File: config.mk
export PLATFORM = sky130hd
export DESIGN_NAME = deadband_thermostat_controller
export DESIGN_NICKNAME = d
export VERILOG_FILES = /design/src/hdl/dbtc_pkg.sv /design/src/hdl/deadband_thermostat_controller.sv
export SDC_FILE = /design/constraint.sdc
export NUM_CORES = 1
export LEC_CHECK = 0
export BUFFER_PORTS_ARGS = -buffer_cell sky130_fd_sc_hd__buf_2
export CAP_MARGIN = 20
export CORE_MARGIN = 4
export CORE_UTILIZATION = 36
export CTS_BUF_LIST = sky130_fd_sc_hd__clkbuf_4 sky130_fd_sc_hd__clkbuf_8
export DETAILED_ROUTE_END_ITERATION = 8
export HOLD_SLACK_MARGIN = 0.15
export MAX_ROUTING_LAYER = met4
export SETUP_SLACK_MARGIN = 0.5
export SYNTH_ARGS = -nofsm -noshare
export SYNTH_HDL_FRONTEND = slang
export SYNTH_SLANG_ARGS = --single-unit
File: constraint.sdc
create_clock -name clk -period 20.8 [get_ports clk]
set_input_delay 6.24 -clock clk [delete_from_list [all_inputs] [get_ports clk]]
set_output_delay 6.24 -clock clk [all_outputs]
set_load 0.05 [all_outputs]
File: src/hdl/dbtc_pkg.sv
// Shared types, constants and helpers for the deadband thermostat controller.
// Depends on nothing; used by deadband_thermostat_controller, dbtc_checker and the testbench.
package dbtc_pkg;

    // Event codes carried in the op field
    typedef enum logic [1:0] {
        OpTick  = 2'd0,
        OpRaise = 2'd1,
        OpLower = 2'd2,
        OpPrime = 2'd3
    } op_t;

    // Control modes
    typedef enum logic [1:0] {
        ModeOff  = 2'd0,
        ModeCool = 2'd1,
        ModeHeat = 2'd2
    } mode_t;

    // Register indexes on the APB port
    typedef enum logic [1:0] {
        RegCheckPeriod = 2'd0,
        RegDeadband    = 2'd1,
        RegMinTarget   = 2'd2,
        RegMaxTarget   = 2'd3
    } reg_idx_t;

    localparam int unsigned AverageTapsDefault = 3;
    localparam int unsigned AdcW    = 12;
    localparam int unsigned TempW   = 9;
    localparam int unsigned PeriodW = 8;
    localparam int unsigned BandW   = 4;
    localparam int unsigned AddrW   = 4;
    localparam int unsigned DataW   = 32;

    localparam int unsigned ScaleNum   = 330;
    localparam int unsigned ScaleShift = 12;
    localparam int unsigned ScaleNumW  = 9;

    localparam logic [TempW-1:0]   TargetReset      = 9'd30;
    localparam logic [PeriodW-1:0] CheckPeriodReset = 8'd5;
    localparam logic [BandW-1:0]   DeadbandReset    = 4'd1;
    localparam logic [TempW-1:0]   MinTargetReset   = 9'd5;
    localparam logic [TempW-1:0]   MaxTargetReset   = 9'd40;

    // Raw converter value to whole degrees: floor(x * 330 / 4096)
    function automatic logic [TempW-1:0] scale_sample(input logic [AdcW-1:0] raw);
        logic [AdcW+ScaleNumW-1:0] prod;
        prod = (AdcW+ScaleNumW)'(raw) * (AdcW+ScaleNumW)'(ScaleNum);
        return prod[ScaleShift +: TempW];
    endfunction

endpackage

File: src/hdl/deadband_thermostat_controller.sv
// Deadband thermostat controller: event decode, reading ring, averaging and mode choice.
// Depends on dbtc_pkg for event and mode codes, register indexes and sample scaling.
// An accepted word is held in the input stage, then its result is registered in the result
// register. Throughput: one word per cycle while out_ready holds; the input stage and the
// result register form a two-stage pipeline, and each word updates the state in a single pass.
// Reset (rst_n low, asynchronous): registers to their defaults, target 30, ring zero, mode off.
module deadband_thermostat_controller #(
    parameter int unsigned AVERAGE_TAPS = dbtc_pkg::AverageTapsDefault
) (
    input  logic                         clk,
    input  logic                         rst_n,
    // input channel
    input  logic                         in_valid,
    output logic                         in_ready,
    input  logic [1:0]                   op,
    input  logic [dbtc_pkg::AdcW-1:0]    adc_sample,
    // result channel
    output logic                         out_valid,
    input  logic                         out_ready,
    output logic [1:0]                   mode,
    output logic [dbtc_pkg::TempW-1:0]   average_temp,
    output logic [dbtc_pkg::TempW-1:0]   target_temp,
    output logic                         check_done,
    output logic                         cool_drive,
    output logic                         heat_drive,
    // configuration port
    input  logic                         psel,
    input  logic                         penable,
    input  logic                         pwrite,
    input  logic [dbtc_pkg::AddrW-1:0]   paddr,
    input  logic [dbtc_pkg::DataW-1:0]   pwdata,
    output logic [dbtc_pkg::DataW-1:0]   prdata,
    output logic                         pready
);

    localparam int unsigned TempW     = dbtc_pkg::TempW;
    localparam int unsigned PeriodW   = dbtc_pkg::PeriodW;
    localparam int unsigned BandW     = dbtc_pkg::BandW;
    localparam int unsigned DataW     = dbtc_pkg::DataW;
    localparam int unsigned SlotW     = $clog2(AVERAGE_TAPS);
    localparam int unsigned SumW      = TempW + $clog2(AVERAGE_TAPS);
    // reciprocal for the divide by tap count; exact for sums below 2**SumW
    localparam int unsigned RecipShift = SumW + 8;
    localparam int unsigned RecipW     = RecipShift + 1;
    localparam int unsigned RecipMul   = ((1 << RecipShift) + AVERAGE_TAPS - 1) / AVERAGE_TAPS;
    localparam int unsigned ProdW      = SumW + RecipW;

    // ---------------- configuration registers ----------------
    logic [PeriodW-1:0] check_period_reg;
    logic [BandW-1:0]   deadband_reg;
    logic [TempW-1:0]   min_target_reg;
    logic [TempW-1:0]   max_target_reg;
    logic               cfg_write;
    dbtc_pkg::reg_idx_t cfg_idx;

    assign pready    = 1'b1;
    assign cfg_idx   = dbtc_pkg::reg_idx_t'(paddr[3:2]);
    assign cfg_write = psel && penable && pwrite;

    always_ff @(posedge clk or negedge rst_n)
    begin
        if (!rst_n)
        begin
            check_period_reg <= dbtc_pkg::CheckPeriodReset;
            deadband_reg     <= dbtc_pkg::DeadbandReset;
            min_target_reg   <= dbtc_pkg::MinTargetReset;
            max_target_reg   <= dbtc_pkg::MaxTargetReset;
        end
        else if (cfg_write)
        begin
            case (cfg_idx)
                dbtc_pkg::RegCheckPeriod: check_period_reg <= pwdata[PeriodW-1:0];
                dbtc_pkg::RegDeadband:    deadband_reg     <= pwdata[BandW-1:0];
                dbtc_pkg::RegMinTarget:   min_target_reg   <= pwdata[TempW-1:0];
                dbtc_pkg::RegMaxTarget:   max_target_reg   <= pwdata[TempW-1:0];
                default: ;
            endcase
        end
    end

    // read back
    always_comb
    begin
        case (cfg_idx)
            dbtc_pkg::RegCheckPeriod: prdata = DataW'(check_period_reg);
            dbtc_pkg::RegDeadband:    prdata = DataW'(deadband_reg);
            dbtc_pkg::RegMinTarget:   prdata = DataW'(min_target_reg);
            dbtc_pkg::RegMaxTarget:   prdata = DataW'(max_target_reg);
            default:                  prdata = '0;
        endcase
    end

    // ---------------- pipeline handshake ----------------
    logic               s1_valid_reg;
    dbtc_pkg::op_t      s1_op_reg;
    logic [TempW-1:0]   s1_reading_reg;
    logic               out_valid_reg;
    logic               in_fire;
    logic               s2_fire;

    assign s2_fire  = s1_valid_reg && (!out_valid_reg || out_ready);
    assign in_ready = !s1_valid_reg || s2_fire;
    assign in_fire  = in_valid && in_ready;

    // input stage: event and scaled reading
    always_ff @(posedge clk or negedge rst_n)
    begin
        if (!rst_n)
        begin
            s1_valid_reg <= 1'b0;
        end
        else if (in_fire)
        begin
            s1_valid_reg <= 1'b1;
        end
        else if (s2_fire)
        begin
            s1_valid_reg <= 1'b0;
        end
    end

    always_ff @(posedge clk)
    begin
        if (in_fire)
        begin
            s1_op_reg      <= dbtc_pkg::op_t'(op);
            s1_reading_reg <= dbtc_pkg::scale_sample(adc_sample);
        end
    end

    // ---------------- controller state ----------------
    logic [TempW-1:0]   target_reg,  target_next;
    logic [TempW-1:0]   ring_reg     [AVERAGE_TAPS];
    logic [TempW-1:0]   ring_next    [AVERAGE_TAPS];
    logic [SlotW-1:0]   slot_reg,    slot_next;
    logic [PeriodW-1:0] phase_reg,   phase_next;
    logic               gate_reg,    gate_next;
    dbtc_pkg::mode_t    mode_reg,    mode_next;
    logic [TempW-1:0]   avg_reg,     avg_next;
    logic               check_next;

    logic [SlotW-1:0]   slot_adv;
    logic [PeriodW:0]   phase_inc;
    logic [PeriodW:0]   period_eff;
    logic               check_due;
    logic [SumW-1:0]    ring_sum;
    logic [ProdW-1:0]   avg_prod;
    logic [TempW-1:0]   tick_avg;
    logic [TempW:0]     diff_up;
    logic [TempW:0]     diff_dn;
    dbtc_pkg::mode_t    tick_mode;

    assign slot_adv   = (slot_reg == SlotW'(AVERAGE_TAPS - 1)) ? '0 : slot_reg + 1'b1;
    assign phase_inc  = {1'b0, phase_reg} + 1'b1;
    assign period_eff = {1'b0, (check_period_reg == '0) ? PeriodW'(1) : check_period_reg};
    assign check_due  = (phase_inc >= period_eff);

    // ring sum with the new reading in the advanced slot
    always_comb
    begin
        ring_sum = '0;
        for (int i = 0; i < AVERAGE_TAPS; i++)
        begin
            if (slot_adv == SlotW'(i))
                ring_sum = ring_sum + SumW'(s1_reading_reg);
            else
                ring_sum = ring_sum + SumW'(ring_reg[i]);
        end
    end

    // truncating average via reciprocal multiply
    assign avg_prod = ProdW'(ring_sum) * ProdW'(RecipMul);
    assign tick_avg = avg_prod[RecipShift +: TempW];

    // deadband compare
    assign diff_up = {1'b0, tick_avg} - {1'b0, target_reg};
    assign diff_dn = {1'b0, target_reg} - {1'b0, tick_avg};

    always_comb
    begin
        if (tick_avg >= target_reg)
            tick_mode = (diff_up <= (TempW+1)'(deadband_reg)) ? dbtc_pkg::ModeOff
                                                               : dbtc_pkg::ModeCool;
        else
            tick_mode = (diff_dn <= (TempW+1)'(deadband_reg)) ? dbtc_pkg::ModeOff
                                                               : dbtc_pkg::ModeHeat;
    end

    // next state for the word in the input stage
    always_comb
    begin
        target_next = target_reg;
        ring_next   = ring_reg;
        slot_next   = slot_reg;
        phase_next  = phase_reg;
        gate_next   = gate_reg;
        mode_next   = mode_reg;
        avg_next    = avg_reg;
        check_next  = 1'b0;
        case (s1_op_reg)
            dbtc_pkg::OpTick:
            begin
                gate_next = 1'b1;
                if (check_due)
                begin
                    phase_next          = '0;
                    slot_next           = slot_adv;
                    ring_next[slot_adv] = s1_reading_reg;
                    avg_next            = tick_avg;
                    mode_next           = tick_mode;
                    check_next          = 1'b1;
                end
                else
                begin
                    phase_next = phase_inc[PeriodW-1:0];
                end
            end
            dbtc_pkg::OpRaise:
            begin
                if (gate_reg)
                begin
                    gate_next = 1'b0;
                    if (max_target_reg > target_reg)
                        target_next = target_reg + 1'b1;
                end
            end
            dbtc_pkg::OpLower:
            begin
                if (gate_reg)
                begin
                    gate_next = 1'b0;
                    if (min_target_reg < target_reg)
                        target_next = target_reg - 1'b1;
                end
            end
            dbtc_pkg::OpPrime:
            begin
                // every slot holds the same reading, so it is the average
                for (int i = 0; i < AVERAGE_TAPS; i++)
                    ring_next[i] = s1_reading_reg;
                avg_next = s1_reading_reg;
            end
            default: ;
        endcase
    end

    always_ff @(posedge clk or negedge rst_n)
    begin
        if (!rst_n)
        begin
            target_reg <= dbtc_pkg::TargetReset;
            for (int i = 0; i < AVERAGE_TAPS; i++)
                ring_reg[i] <= '0;
            slot_reg   <= '0;
            phase_reg  <= '0;
            gate_reg   <= 1'b0;
            mode_reg   <= dbtc_pkg::ModeOff;
            avg_reg    <= '0;
        end
        else if (s2_fire)
        begin
            target_reg <= target_next;
            ring_reg   <= ring_next;
            slot_reg   <= slot_next;
            phase_reg  <= phase_next;
            gate_reg   <= gate_next;
            mode_reg   <= mode_next;
            avg_reg    <= avg_next;
        end
    end

    // ---------------- result register ----------------
    logic [1:0]       mode_out_reg;
    logic [TempW-1:0] avg_out_reg;
    logic [TempW-1:0] target_out_reg;
    logic             check_out_reg;
    logic             cool_out_reg;
    logic             heat_out_reg;

    always_ff @(posedge clk or negedge rst_n)
    begin
        if (!rst_n)
        begin
            out_valid_reg <= 1'b0;
        end
        else if (s2_fire)
        begin
            out_valid_reg <= 1'b1;
        end
        else if (out_ready)
        begin
            out_valid_reg <= 1'b0;
        end
    end

    always_ff @(posedge clk)
    begin
        if (s2_fire)
        begin
            mode_out_reg   <= mode_next;
            avg_out_reg    <= avg_next;
            target_out_reg <= target_next;
            check_out_reg  <= check_next;
            cool_out_reg   <= (mode_next == dbtc_pkg::ModeCool);
            heat_out_reg   <= (mode_next == dbtc_pkg::ModeHeat);
        end
    end

    assign out_valid    = out_valid_reg;
    assign mode         = mode_out_reg;
    assign average_temp = avg_out_reg;
    assign target_temp  = target_out_reg;
    assign check_done   = check_out_reg;
    assign cool_drive   = cool_out_reg;
    assign heat_drive   = heat_out_reg;

    // ---------------- checks ----------------
    a_drive_exclusive: assert property (@(posedge clk) disable iff (!rst_n)
        out_valid_reg |-> !(cool_out_reg && heat_out_reg))
        else $error("cooling and heating driven together");

    a_slot_range: assert property (@(posedge clk) disable iff (!rst_n)
        slot_reg <= SlotW'(AVERAGE_TAPS - 1))
        else $error("ring slot beyond tap count");

    a_phase_cleared: assert property (@(posedge clk) disable iff (!rst_n)
        (s2_fire && check_next) |=> (phase_reg == '0))
        else $error("tick phase not cleared after a check");

    a_target_by_press: assert property (@(posedge clk) disable iff (!rst_n)
        (target_reg != $past(target_reg)) |->
            ($past(s2_fire) && $past(gate_reg) &&
             ($past(s1_op_reg) == dbtc_pkg::OpRaise || $past(s1_op_reg) == dbtc_pkg::OpLower)))
        else $error("target moved without an accepted press");

    a_check_on_tick: assert property (@(posedge clk) disable iff (!rst_n)
        (s2_fire && s1_op_reg != dbtc_pkg::OpTick) |=> !check_out_reg)
        else $error("check reported for a non-tick word");

endmodule

==> flow_metrics.py <==
metrics = {
    "outcome": {
        "status": "finished clean",
    },
    "sta": {
        "fin_tns_setup_ns": 0,
        "slew_viol_final": 0,
        "maxSlewHeadroom_pct": 36.3,
        "rsz0062_at_grt": "false",
        "hold_viol": 0,
        "fmax_mhz": 73.6,
        "skew_ns": 0.0172,
        "worst_pin_slew_ns": 0.952,
        "setup_violations": 0,
        "period_minus_slack_ns": 13.59,
        "fin_crit_sh_pct": 65.4,
    },
    "global_route": {
        "grt_use_total_pct": 15.7,
        "first_global_vias": 9464,
        "grt_pass1_wl_mm": 47.8,
        "grt_start_max_net_pins": 71,
        "antenna_found_initial": 0,
        "grt-ovfl-total": 0,
    },
    "synthesis": {
        "ys_types": 89,
        "synth.most_common_cell": "ha_1",
        "yosys-top-cells-count": "ha_1 (200), inv_1 (176), dfrtp_1 (79)",
        "postSynthCellCount": 1262,
        "yosysSeqAreaShare_pct": 26.3,
        "synth.avg_cell_area_um2": 9.89,
        "synthArstFlopShare_pct": 72.6,
        "ys_seq_elements": 124,
        "synth-edff-count": 34,
        "synth_top_area_share_pct": 20.0,
        "netlist_area_mm2": 0.0125,
        "yosys_most_used_dff": "dfrtp_1",
        "yosys-top-cells-area": "ha_1 (20%), dfrtp_1 (16%), fa_1 (8.8%)",
        "yosysTopAreaCell": "ha_1",
        "ys_warn_count": 0,
    },
    "placement": {
        "portBuffers": 65,
        "gp_congestion": 0.881,
        "dpl.cell_count": 1742,
        "place_hpwl_mm": 22.7,
        "place_area_mm2": 0.0132,
    },
    "die": {
        "initial_core_util_pct": 36.9,
        "coreArea_mm2": 0.0339,
        "num_rows": 67,
        "die_h_um": 194,
        "die_area_mm2": 0.0377,
        "die-width_um": 194,
        "io-pin-count": 115,
    },
    "cts": {
        "cts_buffers": 17,
        "cts_tree": "built",
        "clkSlewWorstSetupHoldPaths_ns": 0.08,
        "cts_sinks": 124,
        "htree_num_levels": 4,
        "clk_latency_ns": 0.45,
        "cts-resized-gates": 0,
        "postCtsHoldBufs": 0,
        "cts-root-buf": "clkbuf_8",
        "clk_path_buf_depth": 2,
        "postCtsSetupRepairBufs": 0,
    },
    "final_layout": {
        "syn2layout_area_growth_pct": 8.71,
        "stdcell_area_mm2": 0.0136,
        "stdcell_count": 1774,
        "largest_reg_flops": 27,
        "fillCellCount": 3414,
        "final_layout_size_suffix_gt1_share_pct": 17.7,
        "utilization_pct": 40.1,
        "num-nets-final": 1625,
        "diodes": 0,
    },
    "worst_setup_path": {
        "cp_cell_sequence": "buf_2, mux4_2, buf_2",
        "cp-start-kind": "input pin",
        "cp_common_cell": "buf_2",
        "crit_slowest_cell": "mux4_2",
        "slowest_delay_ns": 0.58,
        "crit_family": "multiplexers",
        "worst_setup_path_end_kind": "output port",
        "critPathKind": "input pin to output port",
        "path_buf_inv": 2,
        "crit_path_max_fanout": 16,
        "worstPathArrival_ns": 7.35,
        "required_ns": 14.56,
    },
    "routing": {
        "vias": 9159,
        "drc": 0,
        "antenna_left": 0,
        "firstDrtPassIters": 5,
        "vias_per_cell": 5.16,
        "wl_mm": 28.3,
        "drtIter0Drc": 521,
        "post_drt_wl_per_cell_um": 15.9,
    },
    "hold_path": {
        "hp-class": "flop to flop",
    },
    "job": {
        "drv_cap": 0,
    },
}
-- per-stage QoR --
stage | setup WS [ns] | hold WS, ns
6_report | 7.21 | 0.493
5_1_grt | 7.14 | 0.520
4_1_cts | 7.20 | 0.492
3_5_place_dp | 7.20 | 0.475
3_3_place_gp | 7.21 | 0.467
2_1_floorplan | 6.54 | 0.448
-- worst reg2reg max path, delay by kind of cell, from the launching register on --
family                   cells  cell delay [ns]
AO/OA/AOI/OAI               18             3.28
XOR/XNOR                     3             0.98
flip-flops                   1             0.59
multiplexers                 1             0.42
adder cells (fa/ha/maj)     12             4.11
buffers and inverters        7             0.59
AND/OR/NAND/NOR              3             1.35
-- cells by family after synthesis --
group | Yosys count | share of synthesized area, %
flip-flops | 124 | 26.3
XOR/XNOR | 49 | 3.77
AND/OR/NAND/NOR | 246 | 10.4
AO/OA/AOI/OAI | 253 | 13.8
buffers and inverters | 237 | 7.94
multiplexers | 96 | 8.88
other | 2 | 0.0602
adder cells (fa/ha/maj) | 255 | 28.9
-- routing by layer --
metal / track usage, % / vias up / part of all wire [%]
li1: - / 4501 / -
met4: 3.85 / 0 / 1.4
met3: 2.21 / 30 / 3.3
met2: 25.2 / 159 / 47
met5: - / - / 0
met1: 21.1 / 4469 / 48
-- area by class of cell --
class	instances	area, um2	area share (%)
Clock buffer	21	283	2.08
Clock inverter	11	130	0.959
Inverter	179	672	4.95
Multi-Input combinational cell	923	8290	61.1
Sequential cell	124	3290	24.2
Tap cell	448	561	4.13
Timing Repair Buffer	68	350	2.58
-- final timing paths --
path	startpoint	slack, ns	to	cells past startpoint
max in group asynchronous	rst_n	13.86	ring_reg[15]	2
min	avg_reg[2]	0.49	avg_reg[2]	2
min in group asynchronous	rst_n	5.67	max_target_reg[2]	1
max reg2reg	slot_reg[1]	9.27	mode[1]	44
min reg2reg	avg_reg[2]	0.49	avg_reg[2]	2
max	paddr[2]	7.21	prdata[3]	3
-- placed cells by master, fill, tap and decap left out, types with 17 or more instances in the layout --
cell      synthesis  routed
inv_1           176     176
conb_1            2      24
a21o_1           18      18
nand2_1          66      66
nor2_1           51      51
a21oi_1          55      55
buf_2             5      64
nand3_1          25      25
edfxtp_1         34      34
nand2b_1         17      17
dfrtp_1          79      79
fa_1             55      55
ha_1            200     200
clkbuf_8          0      20
xnor2_1          32      32
mux2_2           78      78
o21ai_0          60      60
Power is left out: the tool's default activity adds up to more than one toggle a clock period on the data nets, which glitch-free logic cannot reach.
